$ cat config.mk
export PLATFORM = sky130hd
export DESIGN_NAME = led_strip_pattern_frame_generator_top_flat
export DESIGN_NICKNAME = d
export VERILOG_FILES = /design/src/rtl/core/lspg_pkg.sv /design/src/rtl/core/lspg_in_if.sv /design/src/rtl/core/lspg_out_if.sv /design/src/rtl/core/lspg_front.sv /design/src/rtl/core/lspg_fifo.sv /design/src/rtl/core/lspg_back.sv /design/src/rtl/core/led_strip_pattern_frame_generator_top.sv /design/src/flat_wrapper.sv
export SDC_FILE = /design/constraint.sdc
export NUM_CORES = 1
export LEC_CHECK = 0
export BUFFER_PORTS_ARGS = -buffer_cell sky130_fd_sc_hd__clkbuf_2
export CAP_MARGIN = 20
export CELL_PAD_IN_SITES_DETAIL_PLACEMENT = 0
export CELL_PAD_IN_SITES_GLOBAL_PLACEMENT = 1
export CORE_UTILIZATION = 51
export DETAILED_ROUTE_END_ITERATION = 7
export GPL_ROUTABILITY_DRIVEN = 1
export HOLD_SLACK_MARGIN = 0.12
export PLACE_DENSITY_LB_ADDON = 0.1
export REMOVE_ABC_BUFFERS = 1
export SETUP_SLACK_MARGIN = 0.4
export SLEW_MARGIN = 40
export SYNTH_ARGS = -nofsm -noshare
export SYNTH_HDL_FRONTEND = slang
export SYNTH_SLANG_ARGS = --single-unit
$ cat constraint.sdc
create_clock -name clk -period 6.6 [get_ports clk]
set_input_delay 0.33 -clock clk [delete_from_list [all_inputs] [get_ports clk]]
set_output_delay 0.33 -clock clk [all_outputs]
set_load 0.01 [all_outputs]
$ cat src/rtl/core/lspg_pkg.sv
package lspg_pkg;

  // Number of LEDs on the strip.
  localparam int LED_COUNT = 10;

  localparam int MODE_W = 4;
  localparam int HUE_W  = 11;
  // Frame index: start frame, LED frames and the tail pad frame.
  localparam int IDX_W  = $clog2(LED_COUNT + 2);

  localparam logic [MODE_W-1:0] RAINBOW_MODE = 4'd13;
  localparam logic [HUE_W-1:0]  HUES         = 11'd1972;
  localparam logic [HUE_W-1:0]  HUE_HALF     = 11'd986;
  localparam logic [HUE_W-1:0]  HUE_SPACING  = 11'd200;
  localparam logic [31:0]       OFF_FRAME    = 32'hE000_0000;

  localparam logic [IDX_W-1:0] LAST_IDX_RAINBOW = IDX_W'(LED_COUNT);
  localparam logic [IDX_W-1:0] LAST_IDX_PLAIN   = IDX_W'(LED_COUNT + 1);

  // The queue pointers wrap by overflow, so the depth must be a power of two.
  localparam int FIFO_DEPTH = 2;
  localparam int FIFO_PTR_W = $clog2(FIFO_DEPTH);
  localparam int FIFO_CNT_W = $clog2(FIFO_DEPTH + 1);

  typedef enum logic [1:0] {
    OP_SHOW    = 2'd0,
    OP_BUTTON  = 2'd1,
    OP_RESTORE = 2'd2,
    OP_TICK    = 2'd3
  } op_t;

  // One burst to be emitted: the mode in force and the rainbow step.
  typedef struct packed {
    logic [MODE_W-1:0] mode;
    logic [HUE_W-1:0]  step;
  } cmd_t;

  typedef struct packed {
    logic valid;
    cmd_t cmd;
  } cmd_req_t;

  function automatic logic [31:0] mode_word(logic [MODE_W-1:0] m);
    logic [31:0] w;
    case (m)
      4'd2, 4'd3: w = 32'hF8FF_FFFF;
      4'd4, 4'd5: w = 32'hF0FF_FFFF;
      4'd6, 4'd7: w = 32'hE8FF_FFFF;
      4'd8:       w = 32'hFFA8_1897;
      4'd9:       w = 32'hFF0C_10FF;
      4'd10:      w = 32'hFF00_00FF;
      4'd11:      w = 32'hFF00_FF00;
      4'd12:      w = 32'hFFFF_0000;
      default:    w = 32'hFFFF_FFFF;
    endcase
    return w;
  endfunction

  function automatic logic mode_alt(logic [MODE_W-1:0] m);
    return m inside {4'd1, 4'd3, 4'd5, 4'd7};
  endfunction

  // Folded hue to {FF, R, G, B}.
  function automatic logic [31:0] hue_frame(logic [HUE_W-1:0] hue);
    logic [HUE_W-1:0] h;
    logic [HUE_W-1:0] r;
    logic [HUE_W-1:0] g;
    logic [HUE_W-1:0] b;
    h = (hue >= HUE_HALF) ? HUES - hue : hue;
    if (h < 11'd199) begin
      r = 11'd255; g = 11'd56 + h; b = 11'd57;
    end else if (h < 11'd396) begin
      r = 11'd254 - (h - 11'd199); g = 11'd255; b = 11'd57;
    end else if (h < 11'd592) begin
      r = 11'd57; g = 11'd255; b = 11'd58 + (h - 11'd396);
    end else if (h < 11'd789) begin
      r = 11'd57; g = 11'd254 - (h - 11'd592); b = 11'd255;
    end else begin
      r = 11'd58 + (h - 11'd789); g = 11'd57; b = 11'd255;
    end
    return {8'hFF, r[7:0], g[7:0], b[7:0]};
  endfunction

endpackage

$ cat src/rtl/core/lspg_in_if.sv
interface lspg_in_if;
  logic       valid;
  logic       ready;
  logic [1:0] opcode;
  logic [7:0] restore_mode;

  modport source (output valid, output opcode, output restore_mode, input ready);
  modport sink   (input valid, input opcode, input restore_mode, output ready);
endinterface

$ cat src/rtl/core/lspg_out_if.sv
interface lspg_out_if;
  logic        valid;
  logic        ready;
  logic [31:0] led_frame;
  logic        last_frame;
  logic [3:0]  current_mode;

  modport source (output valid, output led_frame, output last_frame, output current_mode,
                  input ready);
  modport sink   (input valid, input led_frame, input last_frame, input current_mode,
                  output ready);
endinterface

$ cat src/rtl/core/lspg_front.sv
module lspg_front
  import lspg_pkg::*;
(
  input  logic          clk,
  input  logic          rst_n,
  lspg_in_if.sink       in_ch,
  input  logic          fifo_full,
  output cmd_req_t      push_req
);

  logic [MODE_W-1:0] mode_r, mode_nxt;
  logic [HUE_W-1:0]  step_r, step_nxt;
  logic              accept;
  logic              emit;
  op_t               op;

  assign in_ch.ready = !fifo_full;
  assign accept      = in_ch.valid && !fifo_full;
  assign op          = op_t'(in_ch.opcode);

  always_comb begin
    mode_nxt = mode_r;
    step_nxt = step_r;
    emit     = 1'b1;
    case (op)
      OP_BUTTON:  mode_nxt = (mode_r >= RAINBOW_MODE) ? '0 : mode_r + 4'd1;
      OP_RESTORE: mode_nxt = (in_ch.restore_mode > 8'(RAINBOW_MODE)) ?
                             '0 : in_ch.restore_mode[MODE_W-1:0];
      OP_TICK: begin
        // A tick only matters while the rainbow is showing.
        emit = (mode_r == RAINBOW_MODE);
        if (emit) begin
          step_nxt = (step_r == HUES - 11'd1) ? '0 : step_r + 11'd1;
        end
      end
      default: ;
    endcase
    if (op != OP_TICK && mode_nxt == RAINBOW_MODE) begin
      step_nxt = '0;
    end
  end

  always_ff @(posedge clk) begin
    if (!rst_n) begin
      mode_r <= '0;
      step_r <= '0;
    end else if (accept) begin
      mode_r <= mode_nxt;
      step_r <= step_nxt;
    end
  end

  assign push_req.valid    = accept && emit;
  assign push_req.cmd.mode = mode_nxt;
  assign push_req.cmd.step = step_nxt;

`ifndef SYNTH
  a_mode_range: assert property (@(posedge clk) disable iff (!rst_n)
    mode_r <= RAINBOW_MODE)
    else $error("display mode out of range");
  a_step_range: assert property (@(posedge clk) disable iff (!rst_n)
    step_r < HUES)
    else $error("rainbow step out of range");
`endif

endmodule

$ cat src/rtl/core/lspg_fifo.sv
module lspg_fifo
  import lspg_pkg::*;
(
  input  logic     clk,
  input  logic     rst_n,
  input  cmd_req_t push_req,
  output logic     full,
  output logic     pop_valid,
  output cmd_t     pop_cmd,
  input  logic     pop
);

  cmd_t                  mem_r [FIFO_DEPTH];
  logic [FIFO_PTR_W-1:0] wr_ptr_r, rd_ptr_r;
  logic [FIFO_CNT_W-1:0] count_r;
  logic                  do_push, do_pop;

  assign full      = (count_r == FIFO_CNT_W'(FIFO_DEPTH));
  assign pop_valid = (count_r != '0);
  assign pop_cmd   = mem_r[rd_ptr_r];
  assign do_push   = push_req.valid && !full;
  assign do_pop    = pop && pop_valid;

  always_ff @(posedge clk) begin
    if (do_push) begin
      mem_r[wr_ptr_r] <= push_req.cmd;
    end
  end

  always_ff @(posedge clk) begin
    if (!rst_n) begin
      wr_ptr_r <= '0;
      rd_ptr_r <= '0;
      count_r  <= '0;
    end else begin
      if (do_push) begin
        wr_ptr_r <= wr_ptr_r + 1'b1;
      end
      if (do_pop) begin
        rd_ptr_r <= rd_ptr_r + 1'b1;
      end
      count_r <= count_r + FIFO_CNT_W'(do_push) - FIFO_CNT_W'(do_pop);
    end
  end

`ifndef SYNTH
  a_count_bound: assert property (@(posedge clk) disable iff (!rst_n)
    count_r <= FIFO_CNT_W'(FIFO_DEPTH))
    else $error("queue count overflow");
`endif

endmodule

$ cat src/rtl/core/lspg_back.sv
module lspg_back
  import lspg_pkg::*;
(
  input  logic      clk,
  input  logic      rst_n,
  input  logic      cmd_valid,
  input  cmd_t      cmd,
  output logic      cmd_pop,
  lspg_out_if.source out_ch
);

  logic              busy_r;
  logic [IDX_W-1:0]  idx_r;
  logic [HUE_W-1:0]  hue_r;
  logic [MODE_W-1:0] mode_r;

  logic              out_valid_r;
  logic [31:0]       out_frame_r;
  logic              out_last_r;
  logic [MODE_W-1:0] out_mode_r;

  logic              load;
  logic              is_last;
  logic [31:0]       frame;
  logic [HUE_W:0]    hue_sum;
  logic [HUE_W-1:0]  hue_nxt;

  assign load    = !out_valid_r || out_ch.ready;
  assign is_last = (idx_r == ((mode_r == RAINBOW_MODE) ? LAST_IDX_RAINBOW : LAST_IDX_PLAIN));
  // Next burst may start in the cycle the current one finishes.
  assign cmd_pop = cmd_valid && (!busy_r || (load && is_last));

  assign hue_sum = {1'b0, hue_r} + {1'b0, HUE_SPACING};
  assign hue_nxt = (hue_sum >= {1'b0, HUES}) ? HUE_W'(hue_sum - {1'b0, HUES})
                                            : hue_sum[HUE_W-1:0];

  always_comb begin
    if (idx_r == '0) begin
      frame = '0;
    end else if (mode_r == RAINBOW_MODE) begin
      frame = hue_frame(hue_r);
    end else if (mode_alt(mode_r) && !idx_r[0]) begin
      frame = OFF_FRAME;
    end else begin
      frame = mode_word(mode_r);
    end
  end

  always_ff @(posedge clk) begin
    if (!rst_n) begin
      busy_r      <= 1'b0;
      out_valid_r <= 1'b0;
    end else begin
      if (load) begin
        out_valid_r <= busy_r;
      end
      if (cmd_pop) begin
        busy_r <= 1'b1;
      end else if (load && busy_r && is_last) begin
        busy_r <= 1'b0;
      end
    end
  end

  always_ff @(posedge clk) begin
    if (load && busy_r) begin
      out_frame_r <= frame;
      out_last_r  <= is_last;
      out_mode_r  <= mode_r;
    end
    if (cmd_pop) begin
      idx_r  <= '0;
      hue_r  <= cmd.step;
      mode_r <= cmd.mode;
    end else if (load && busy_r) begin
      idx_r <= idx_r + IDX_W'(1);
      if (idx_r != '0) begin
        hue_r <= hue_nxt;
      end
    end
  end

  assign out_ch.valid        = out_valid_r;
  assign out_ch.led_frame    = out_frame_r;
  assign out_ch.last_frame   = out_last_r;
  assign out_ch.current_mode = out_mode_r;

`ifndef SYNTH
  a_hue_range: assert property (@(posedge clk) disable iff (!rst_n)
    busy_r && mode_r == RAINBOW_MODE |-> hue_r < HUES)
    else $error("rainbow hue out of range");
  a_last_not_start: assert property (@(posedge clk) disable iff (!rst_n)
    out_valid_r && out_last_r |-> out_frame_r != '0)
    else $error("burst ended on its start frame");
  a_burst_gapless: assert property (@(posedge clk) disable iff (!rst_n)
    out_valid_r && out_ch.ready && !out_last_r |=> out_valid_r)
    else $error("gap inside a frame burst");
`endif

endmodule

$ cat src/rtl/core/led_strip_pattern_frame_generator_top.sv
// Each item's command is queued, then taken by the back end, which registers its frames.
// Throughput: one 32-bit frame per cycle from the output register while the receiver is ready;
// a burst is LED_COUNT + 2 frames (LED_COUNT + 1 for the rainbow).
// Reset: synchronous, active low; mode and rainbow step return to zero and the queue empties.
module led_strip_pattern_frame_generator_top
  import lspg_pkg::*;
(
  input  logic        clk,
  input  logic        rst_n,
  lspg_in_if.sink     in_ch,
  lspg_out_if.source  out_ch
);

  // The front end decodes each item and updates the mode and rainbow step at once; every item
  // that needs a burst leaves one command in a two-entry queue. The back end turns each command
  // into frames, one per cycle unless stalled, so new items are accepted while a burst goes out.

  cmd_req_t push_req;
  logic     fifo_full;
  logic     cmd_valid;
  cmd_t     cmd;
  logic     cmd_pop;

  lspg_front u_front (
    .clk       (clk),
    .rst_n     (rst_n),
    .in_ch     (in_ch),
    .fifo_full (fifo_full),
    .push_req  (push_req)
  );

  // Commands carry the mode and step as they stood after their item, so each burst
  // is independent of whatever the front end has done since.
  lspg_fifo u_fifo (
    .clk       (clk),
    .rst_n     (rst_n),
    .push_req  (push_req),
    .full      (fifo_full),
    .pop_valid (cmd_valid),
    .pop_cmd   (cmd),
    .pop       (cmd_pop)
  );

  // The back end walks the start frame, then the LED positions, stepping the hue by the
  // per-LED spacing modulo the hue circle for the rainbow.
  lspg_back u_back (
    .clk       (clk),
    .rst_n     (rst_n),
    .cmd_valid (cmd_valid),
    .cmd       (cmd),
    .cmd_pop   (cmd_pop),
    .out_ch    (out_ch)
  );

endmodule

$ cat src/flat_wrapper.sv
// flat-port wrapper written by rule: the top's interface ports become plain ports
module led_strip_pattern_frame_generator_top_flat import lspg_pkg::*;
  (clk, rst_n, in_ch_valid, in_ch_opcode, in_ch_restore_mode, in_ch_ready, out_ch_valid, out_ch_led_frame, out_ch_last_frame, out_ch_current_mode, out_ch_ready);
  lspg_in_if in_ch_i ();
  lspg_out_if out_ch_i ();
  input  logic clk;
  input  logic rst_n;
  input wire logic [$bits(in_ch_i.valid)-1:0] in_ch_valid;
  input wire logic [$bits(in_ch_i.opcode)-1:0] in_ch_opcode;
  input wire logic [$bits(in_ch_i.restore_mode)-1:0] in_ch_restore_mode;
  output wire logic [$bits(in_ch_i.ready)-1:0] in_ch_ready;
  output wire logic [$bits(out_ch_i.valid)-1:0] out_ch_valid;
  output wire logic [$bits(out_ch_i.led_frame)-1:0] out_ch_led_frame;
  output wire logic [$bits(out_ch_i.last_frame)-1:0] out_ch_last_frame;
  output wire logic [$bits(out_ch_i.current_mode)-1:0] out_ch_current_mode;
  input wire logic [$bits(out_ch_i.ready)-1:0] out_ch_ready;
  assign in_ch_i.valid = in_ch_valid;
  assign in_ch_i.opcode = in_ch_opcode;
  assign in_ch_i.restore_mode = in_ch_restore_mode;
  assign in_ch_ready = in_ch_i.ready;
  assign out_ch_valid = out_ch_i.valid;
  assign out_ch_led_frame = out_ch_i.led_frame;
  assign out_ch_last_frame = out_ch_i.last_frame;
  assign out_ch_current_mode = out_ch_i.current_mode;
  assign out_ch_i.ready = out_ch_ready;
  led_strip_pattern_frame_generator_top u_core (.clk(clk), .rst_n(rst_n), .in_ch(in_ch_i), .out_ch(out_ch_i));
endmodule
==> results.sh, run 1 <==
export IMPL_outcome="complete, no violations"
export IMPL_fp_dieW_um=116
export IMPL_layout_commonest_cell="edfxtp_1"
export IMPL_worstHoldStart="rst_n"
export IMPL_hold_depth=2
export IMPL_arrival_ns=4.30
export IMPL_powerDensity_nw_per_um2=599
export IMPL_reg2reg_slack_ns=2.59
export IMPL_post_route_period_util=0.608
export IMPL_final_cell_count_no_fill=891
export IMPL_cts_buffer_depth=2
export IMPL_r2r_cells=12
export IMPL_synth_edf_count=78
export IMPL_worstSetupPathType="reg2reg"
export IMPL_leakagePower_nw=2.90
export IMPL_cts_clk_slew_worst_paths_ns=0.06
export IMPL_grtUsageMet2=0.392
export IMPL_place_gp_congestion=0.897
export IMPL_use_met1=0.269
export IMPL_drc=0
export IMPL_layout_nets=748
export IMPL_initial_utilization=0.527
export IMPL_drtIter0Drc=308
export IMPL_port_buffers=52
export IMPL_drtPass1Iterations=5
export IMPL_postCtsHoldBufs=0
export IMPL_slew_headroom=0.414
export IMPL_worstPathMaxFanout=24
export IMPL_post_drt_wl_per_cell_um=16.3
export IMPL_synth_seq_cells=116
export IMPL_hp_class="in2reg"
export IMPL_max_freq_mhz=249
export IMPL_synth_area_um2=6680
export IMPL_startpoint_type="register"
export IMPL_finalHoldViolCount=0
export IMPL_cts_resized=0
export IMPL_grt_ovfl_total=0
export IMPL_holdPathEnd="u_core.u_fifo.count_r[0]"
export IMPL_yosys_warnings=0
export IMPL_cts_tree="done"
export IMPL_vdd_ir_drop_max_mv=0.215
export IMPL_tns_ns=0
export IMPL_clock_latency_ns=0.42
export IMPL_dpl_hpwl_um=10600
export IMPL_use_met3=0.0535
export IMPL_num_vias=5113
export IMPL_antenna_left=0
export IMPL_maxCapViolations=0
export IMPL_netlist_instances=666
export IMPL_dp_cells=859
export IMPL_syn_area_per_cell_um2=10.0
export IMPL_drt_wl_total_um=14500
export IMPL_netlist_cell_type_count=73
export IMPL_globalRouteTotalUtil=0.232
export IMPL_cts_root_buf="clkbuf_16"
export IMPL_rsz0062_at_grt="false"
export IMPL_nFillCells=1112
export IMPL_worst_slew_pin_slew_ns=0.872
export IMPL_r2r_start="u_core.u_back.mode_r[1]"
export IMPL_drv_slew=0
export IMPL_num_rows=41
export IMPL_ys_seq_area_frac=0.465
export IMPL_grt_pass1_vias=4842
export IMPL_area_delta_synth_final_pct=14.0
export IMPL_post_cts_buffers=0
export IMPL_die_area_um2=13600
export IMPL_top_usage_layer="met2"
export IMPL_synthArstFlopShare=0
export IMPL_num_antenna_cells=0
export IMPL_grt_max_degree=40
export IMPL_synthFlopType="edfxtp_1"
export IMPL_cp_required_ns=6.89
export IMPL_io_pins=53
export IMPL_via_per_inst=5.74
export IMPL_antenna_found_initial=0
export IMPL_final_cell_mix="edfxtp_1, nand2_1, nor2_1, clkbuf_2, a21oi_1"
export IMPL_numCtsBuffers=17
export IMPL_core_um2=12700
export IMPL_cts_max_level=4
export IMPL_die_h_um=116
export IMPL_fin_skew_ns=0.00916
export IMPL_cts_sinks=116
export IMPL_grt_pass1_wl_um=23800
export IMPL_endpoint_kind="register"
export IMPL_setup_viol=0
export IMPL_post_route_min_period_ns=4.01
export IMPL_drive_gt1_frac=0.174
[how the worst max path moves through the flow]
stage | startpoint | to | slack, ns | cells past startpoint
6_report | u_core.u_back.mode_r[1] | register | 2.59 | 12
5_1_grt | u_core.u_back.mode_r[0] | register | 2.21 | 12
4_1_cts | u_core.u_back.mode_r[1] | register | 2.60 | 12
3_5_place_dp | u_core.u_back.mode_r[0] | register | 2.63 | 12
3_3_place_gp | u_core.u_back.mode_r[1] | register | 2.64 | 12
2_1_floorplan | u_core.u_back.mode_r[1] | register | 3.13 | 11
[cell families after synthesis]
logic type,count (synthesis),synth area share
buf+inv,67,0.0474
fa+ha+maj,28,0.0525
flops,116,0.465
simple gates,214,0.159
xor+xnor,49,0.0665
compound gates,172,0.177
mux,20,0.0332
[power breakdown]
| group | internal, mW | total, mW | switching [mW] |
|---|---|---|---|
| clock | 0.595 | 0.938 | 0.343 |
| sequential | 1.09 | 1.27 | 0.179 |
| combinational | 0.882 | 2.35 | 1.47 |
| total | 2.57 | 4.56 | 1.99 |
[Yosys cell counts (3+ instances only)]
cell type	number	area, um2
edfxtp_1	78	2340
nand2_1	66	248
nor2_1	55	206
a21oi_1	51	255
dfxtp_1	38	761
xnor2_1	36	315
inv_1	29	109
ha_1	28	350
o21ai_0	28	140
clkbuf_1	15	56.3
nand3_1	15	75.1
a211oi_1	13	97.6
nor3_1	13	65.1
mux2i_1	12	120
xor2_1	11	96.3
a21o_1	10	75.1
buf_4	9	67.6
nor2b_1	9	56.3
or3_1	9	56.3
mux2_2	7	78.8
o21ai_1	7	35.0
a31oi_1	6	37.5
and2_1	6	37.5
buf_2	6	30.0
o21a_1	6	45.0
a31o_2	5	43.8
and3_1	5	31.3
nand2b_1	5	31.3
nand4_1	5	31.3
a211oi_2	4	50.1
a311oi_1	4	35.0
nand4b_1	4	35.0
or2_2	4	25.0
a21boi_0	3	22.5
a32oi_1	3	26.3
buf_6	3	33.8
nor3b_1	3	22.5
nor4_1	3	18.8
o211ai_1	3	22.5
o22ai_1	3	18.8
o31ai_1	3	22.5
or3b_2	3	26.3
[layer usage]
metal  vias up  routed length (um)  share of wire
met1      2414                6100           0.42
met4         0                 578          0.040
met3        42                 657          0.045
met2       144                7180           0.49
li1       2513                   -              -
met5         -                   0              0
[critical path: stages (launching register included)]
cell      delay, ns
edfxtp_1       0.42
and4b_1        0.74
xnor2_1        0.16
nor4b_1        0.40
a21o_1         0.22
o21ai_1        0.07
buf_4          0.21
inv_1          0.50
mux2i_1        0.49
ha_1           0.25
inv_1          0.05
a21oi_1        0.23
o21ai_0        0.15
[layout make-up]
| cell class | instances | area, um2 | area share |
|---|---|---|---|
| clock buffer | 17 | 425 | 0.0559 |
| clock inverter | 15 | 178 | 0.0233 |
| inverter | 32 | 120 | 0.0158 |
| multi-input combinational | 483 | 3280 | 0.431 |
| sequential | 116 | 3100 | 0.408 |
| tap | 172 | 215 | 0.0283 |
| timing repair buffer | 56 | 290 | 0.0381 |
[through the flow]
| stage | setup WS, ns | util | total power [mW] | instance area (um2) | hold WS [ns] |
|---|---|---|---|---|---|
| 5_1_grt | 2.21 | 0.601 | 4.87 | 7610 | 0.258 |
| 3_5_place_dp | 2.63 | 0.552 | 3.60 | 7000 | 0.467 |
| 2_1_floorplan | 3.13 | - | 2.96 | 6480 | 0.443 |
| 4_1_cts | 2.60 | 0.600 | 4.55 | 7600 | 0.226 |
| 3_3_place_gp | 2.64 | 0.551 | 3.57 | 6990 | 0.464 |
| 6_report | 2.59 | 0.601 | 4.56 | 7610 | 0.240 |
Note: power is estimated with default switching activity, not from simulation.
==> inputs of run 2 (changes only) <==
- ABC_AREA: not set -> 1
- CORE_UTILIZATION: 51 -> 46
- clock period: 6.6 -> 4.2 ns (I/O delays scaled with it)
==> run 2 against run 1 <==
Clock skew barely moved. Design area up 3.5%. Core utilization is 6.1 points lower. Count of clock-buffer cells in the layout up 4. Global-route usage is 1.9 points lower. Non-clock buffer count increased by 1. Synthesized cell count rose by 27%. Via count rose by 11%. Register-to-register slack worse by 1.3 ns. Sequential cell count is the same. Wire length increased by 8.3%.
==> results.sh, run 2 <==
export IMPL_outcome="complete, no violations"
export IMPL_synth_seq_cells=116
export IMPL_post_route_period_util=0.699
export IMPL_slowest_stage="edfxtp_1"
export IMPL_numCtsBuffers=17
export IMPL_met3_length_um=496
export IMPL_worst_path_stages=15
export IMPL_post_drt_wl_per_cell_um=14.3
export IMPL_cts_resized=0
export IMPL_ys_seq_area_frac=0.449
export IMPL_highest_layer="met4"
export IMPL_synthAdderAreaFrac=0.0507
export IMPL_syn_area_per_cell_um2=8.16
export IMPL_grt_max_degree=39
export IMPL_antenna_left=0
export IMPL_cts_clk_slew_worst_paths_ns=0.05
export IMPL_yosys_warnings=0
export IMPL_synth_most_common_cell="nand2_1"
export IMPL_synthFlopType="edfxtp_1"
export IMPL_cts_max_level=4
export IMPL_num_rows=44
export IMPL_synth_top_cell_area_share=0.339
export IMPL_finalHoldViolCount=0
export IMPL_synth_edf_count=78
export IMPL_globalRouteTotalUtil=0.213
export IMPL_drv_slew=0
export IMPL_startpoint_type="register"
export IMPL_crit_top_cell="nand2_1"
export IMPL_muxShareOfSynthArea=0.00145
export IMPL_area_delta_synth_final_pct=14.0
export IMPL_fin_skew_ns=0.00891
export IMPL_multiInputGateArea_um2=3270
export IMPL_slew_headroom=0.574
export IMPL_final_cell_mix="nand2_1, inv_1, edfxtp_1, a21oi_1, nor2_1"
export IMPL_post_cts_buffers=0
export IMPL_hp_class="in2reg"
export IMPL_drive_gt1_frac=0.148
export IMPL_arrival_ns=3.09
export IMPL_synth_area_leaders="edfxtp_1, nand2_1, dfxtp_1"
export IMPL_worstSetupPathType="reg2reg"
export IMPL_cts_tree="done"
export IMPL_worst_slew_pin_slew_ns=0.635
export IMPL_clock_latency_ns=0.41
export IMPL_drtPass1Iterations=5
export IMPL_r2r_cells=15
export IMPL_seqCellArea_um2=3100
export IMPL_critPathMaxStageDelay_ns=0.49
export IMPL_synth_common_cells="nand2_1, inv_1, edfxtp_1"
export IMPL_netlist_instances=847
export IMPL_maxCapViolations=0
export IMPL_via_per_inst=5.15
export IMPL_die_area_um2=15500
export IMPL_num_vias=5656
export IMPL_initial_utilization=0.474
export IMPL_reg2reg_to="u_core.u_back.out_ch.led_frame[15]"
export IMPL_r2r_start="u_core.u_back.hue_r[3]"
export IMPL_rsz0062_at_grt="false"
export IMPL_setup_ws_ns=1.26
export IMPL_num_antenna_cells=0
export IMPL_nFillCells=1359
export IMPL_cp_top_family="simple AND/OR/NAND/NOR gates"
export IMPL_synth_top_family_by_area="simple AND/OR/NAND/NOR gates"
export IMPL_wl_met2_um=7830
export IMPL_netlist_cell_type_count=45
export IMPL_cts_buffer_depth=2
export IMPL_post_route_min_period_ns=2.94
export IMPL_endpoint="u_core.u_back.out_ch.led_frame[15]"
export IMPL_synth_area_um2=6920
export IMPL_setup_viol=0
export IMPL_synth_compound_area_frac=0.112
export IMPL_layout_nets=943
export IMPL_layout_commonest_cell="nand2_1"
export IMPL_setup_worst_path_start="u_core.u_back.hue_r[3]"
export IMPL_pre_cts_ws_ns=1.32
export IMPL_io_pins=53
export IMPL_reg2reg_slack_ns=1.26
export IMPL_postCtsHoldBufs=1
export IMPL_cp_cell_sequence="ha_1, nor2_2, nor2_2, nand3_4, nand2_4, o21ai_2, ha_1, inv_1, nor2_1, nand3_1, nand2_1, xor2_1, nand2_1, nand2_1, a21oi_1"
export IMPL_antenna_found_initial=0
export IMPL_worstPathMaxFanout=16
export IMPL_fp_dieW_um=125
export IMPL_place_gp_congestion=0.925
export IMPL_grt_pass1_vias=5519
export IMPL_endpoint_kind="register"
export IMPL_drc=0
export IMPL_cp_required_ns=4.35
export IMPL_port_buffers=52
export IMPL_synthArstFlopShare=0
export IMPL_die_h_um=125
export IMPL_tns_ns=0
export IMPL_dpl_hpwl_um=11800
export IMPL_cts_sinks=116
export IMPL_synthXorXnorAreaFrac=0.0431
export IMPL_grt_pass1_wl_um=26400
export IMPL_hold_depth=3
export IMPL_synth_top_cell_by_area="edfxtp_1"
export IMPL_max_freq_mhz=341
export IMPL_cts_root_buf="clkbuf_16"
export IMPL_core_um2=14600
export IMPL_synth_simple_gate_area_frac=0.266
export IMPL_met1Wirelength_um=7020
export IMPL_drtIter0Drc=301
export IMPL_grt_ovfl_total=0
export IMPL_drt_wl_total_um=15700
export IMPL_critPathBufInv=1
==> run 2: layout make-up <==
cell class	instances	area share
Multi-Input combinational cell	604	0.415
Sequential cell	116	0.394
Clock buffer	21	0.0559
Inverter	105	0.0510
Timing Repair Buffer	57	0.0381
Tap cell	184	0.0292
Clock inverter	11	0.0170
==> run 2: metrics by stage <==
stage / cell area [um2] / hold slack (ns) / instances / utilization
global route: 7880 / 0.182 / 1098 / 0.540
floorplan: 6780 / 0.303 / 825 / -
global placement: 7300 / 0.440 / 1065 / 0.500
CTS: 7880 / 0.159 / 1098 / 0.540
detailed placement: 7300 / 0.451 / 1065 / 0.500
finish: 7880 / 0.174 / 1098 / 0.540
==> run 2: cells by family (layout without fill, tap and decap cells) <==
group,after synthesis,after routing
adder cells (fa/ha/maj),28,28
AND/OR/NAND/NOR,401,401
AO/OA/AOI/OAI,140,140
XOR/XNOR,34,34
buffers and inverters,127,194
multiplexers,1,1
flip-flops,116,116
==> run 2: worst register-to-register path, cell delays in order, from the launching register on <==
cell and delay [ns]:
edfxtp_1 0.49, ha_1 0.27, nor2_2 0.14, nor2_2 0.06, nand3_4 0.08, nand2_4 0.14
o21ai_2 0.39, ha_1 0.28, inv_1 0.06, nor2_1 0.18, nand3_1 0.13, nand2_1 0.09
xor2_1 0.16, nand2_1 0.07, nand2_1 0.06, a21oi_1 0.06
==> run 2: metal layers <==
| metal | track usage | vias up |
|---|---|---|
| met4 | 0.0829 | 0 |
| met3 | 0.0511 | 33 |
| met5 | 0 | - |
| li1 | - | 2902 |
| met1 | 0.244 | 2613 |
| met2 | 0.380 | 108 |
==> run 2: worst min path at each step <==
stage	endpoint	start
after global placement	u_core.u_fifo.rd_ptr_r	u_core.u_fifo.rd_ptr_r
final	u_core.u_front.mode_r[1]	in_ch_valid
after global routing	u_core.u_front.mode_r[1]	in_ch_valid
after detailed placement	u_core.u_fifo.rd_ptr_r	u_core.u_fifo.rd_ptr_r
after CTS	u_core.u_front.mode_r[1]	in_ch_valid
after floorplan	u_core.u_fifo.count_r[0]	rst_n
Power of run 2 is left out: the tool's default activity adds up to more than one toggle a clock period on the data nets, which glitch-free logic cannot reach.
==> inputs of run 3 (changes only) <==
- ABC_AREA: 1 -> 0
- CORE_UTILIZATION: 46 -> 43
- clock period: 4.2 -> 2.55 ns (I/O delays scaled with it)
==> run 3 against run 2 <==
The run now ends with negative setup slack left. Final cell count increased by 0.82%. Design area increased by 32%. First-iteration DRC count decreased by 4.0%. Maximum frequency increased by 2.1%. Largest cell class unchanged. Highest routed layer unchanged. Global-route usage increased by 2.1 points. Non-clock buffer count increased by 198. Count of clock-buffer cells in the layout decreased by 1.
==> results.sh, run 3 (synthesis gave the netlist of run 1 again) <==
export IMPL_outcome="finished with violations"
export IMPL_violations="negative setup slack"
export IMPL_antenna_left=0
export IMPL_r2r_start="u_core.u_back.hue_r[3]"
export IMPL_drv_slew=0
export IMPL_via_per_inst=5.47
export IMPL_endpoint_kind="register"
export IMPL_io_pins=53
export IMPL_setup_worst_path_start="u_core.u_back.hue_r[3]"
export IMPL_grt_pass1_wl_um=29200
export IMPL_die_h_um=127
export IMPL_hp_class="in2reg"
export IMPL_drc=0
export IMPL_layout_commonest_cell="buf_4"
export IMPL_fp_dieW_um=127
export IMPL_drive_gt1_frac=0.517
export IMPL_worst_slew_pin_slew_ns=0.534
export IMPL_cts_clk_slew_worst_paths_ns=0.06
export IMPL_post_drt_wl_per_cell_um=17.6
export IMPL_die_area_um2=16000
export IMPL_post_route_period_util=1.13
export IMPL_worstPathMaxFanout=5
export IMPL_core_um2=15200
export IMPL_num_antenna_cells=0
export IMPL_initial_utilization=0.439
export IMPL_num_rows=45
export IMPL_fin_skew_ns=0.00692
export IMPL_drt_wl_total_um=19500
export IMPL_reg2reg_to="u_core.u_back.out_ch.led_frame[19]"
export IMPL_antenna_found_initial=0
export IMPL_endpoint="u_core.u_back.out_ch.led_frame[19]"
export IMPL_final_cell_mix="buf_4, edfxtp_1, nand2_1, clkbuf_2, buf_6"
export IMPL_drtPass1Iterations=5
export IMPL_num_vias=6054
export IMPL_slew_headroom=0.642
export IMPL_area_delta_synth_final_pct=56.1
export IMPL_setup_ws_ns=-0.324
export IMPL_finalHoldViolCount=0
export IMPL_cts_buffer_depth=2
export IMPL_cp_required_ns=2.71
export IMPL_place_gp_congestion=0.894
export IMPL_globalRouteTotalUtil=0.234
export IMPL_grt_pass1_vias=5994
export IMPL_startpoint_type="register"
export IMPL_r2r_cells=11
export IMPL_numCtsBuffers=17
export IMPL_clock_latency_ns=0.42
export IMPL_dpl_hpwl_um=12000
export IMPL_drtIter0Drc=289
export IMPL_reg2reg_slack_ns=-0.32
export IMPL_arrival_ns=3.03
export IMPL_layout_nets=948
export IMPL_cts_max_level=4
export IMPL_grt_ovfl_total=0
export IMPL_nFillCells=1084
export IMPL_rsz0062_at_grt="true"
export IMPL_cts_tree="done"
export IMPL_setup_viol=26
export IMPL_grt_max_degree=24
export IMPL_worstSetupPathType="reg2reg"
export IMPL_maxCapViolations=0
export IMPL_cts_root_buf="clkbuf_16"
export IMPL_cts_sinks=116
export IMPL_port_buffers=52
export IMPL_pre_cts_ws_ns=-0.515
export IMPL_max_freq_mhz=348
export IMPL_post_route_min_period_ns=2.87
export IMPL_tns_ns=-4.65
## run 3: timing repair
action / 4_1_cts / 5_1_grt
endpoints found under the hold margin: 6 / 0
gates resized for setup: 172 / 134
setup buffers: 54 / 19
pin swaps: 61 / 70
setup endpoints to repair: 94 / 101
hold buffers: 2 / 0
cloned: 5 / 0
## run 3: how the worst min path moves through the flow
| stage | startpoint | to | cells past startpoint |
|---|---|---|---|
| after global placement | out_ch_ready | u_core.u_back.out_ch.valid | 3 |
| final | in_ch_valid | u_core.u_fifo.wr_ptr_r | 5 |
| after CTS | in_ch_valid | u_core.u_fifo.wr_ptr_r | 5 |
| after detailed placement | out_ch_ready | u_core.u_back.out_ch.valid | 3 |
| after floorplan | rst_n | u_core.u_fifo.count_r[0] | 1 |
| after global routing | in_ch_valid | u_core.u_fifo.wr_ptr_r | 5 |
## run 3: final cells by class
cell class	instances	area [um2]	area share
Clock buffer	20	447	0.0429
Clock inverter	12	103	0.00984
Inverter	32	138	0.0132
Multi-Input combinational cell	484	4330	0.415
Sequential cell	116	3110	0.298
Tap cell	188	235	0.0226
Timing Repair Buffer	255	2060	0.198
## run 3: routing by layer
| layer | GRT usage | up-vias | wire length, um |
|---|---|---|---|
| met4 | 0.137 | 0 | 868 |
| met3 | 0.0380 | 64 | 545 |
| met2 | 0.436 | 154 | 10300 |
| met1 | 0.249 | 2930 | 7750 |
| met5 | 0 | - | 0 |
| li1 | - | 2906 | - |
## run 3: stage by stage
step / instance area (um2) / hold WS [ns] / util / cells
2_1_floorplan: 6480 / 0.249 / - / 631
3_3_place_gp: 7910 / 0.447 / 0.520 / 995
3_5_place_dp: 7910 / 0.457 / 0.520 / 995
4_1_cts: 9680 / 0.149 / 0.637 / 1088
5_1_grt: 10400 / 0.195 / 0.686 / 1107
6_report: 10400 / 0.156 / 0.686 / 1107
## run 3: critical path, stage by stage (launching register included)
cell	delay [ns]
edfxtp_1	0.47
inv_2	0.19
ha_4	0.19
nand2b_4	0.13
nand3b_4	0.10
buf_12	0.15
mux2i_4	0.21
o2111ai_4	0.17
a311oi_4	0.39
mux2i_1	0.29
xnor2_1	0.22
a211oi_2	0.11
Power of run 3 is left out for the same reason.
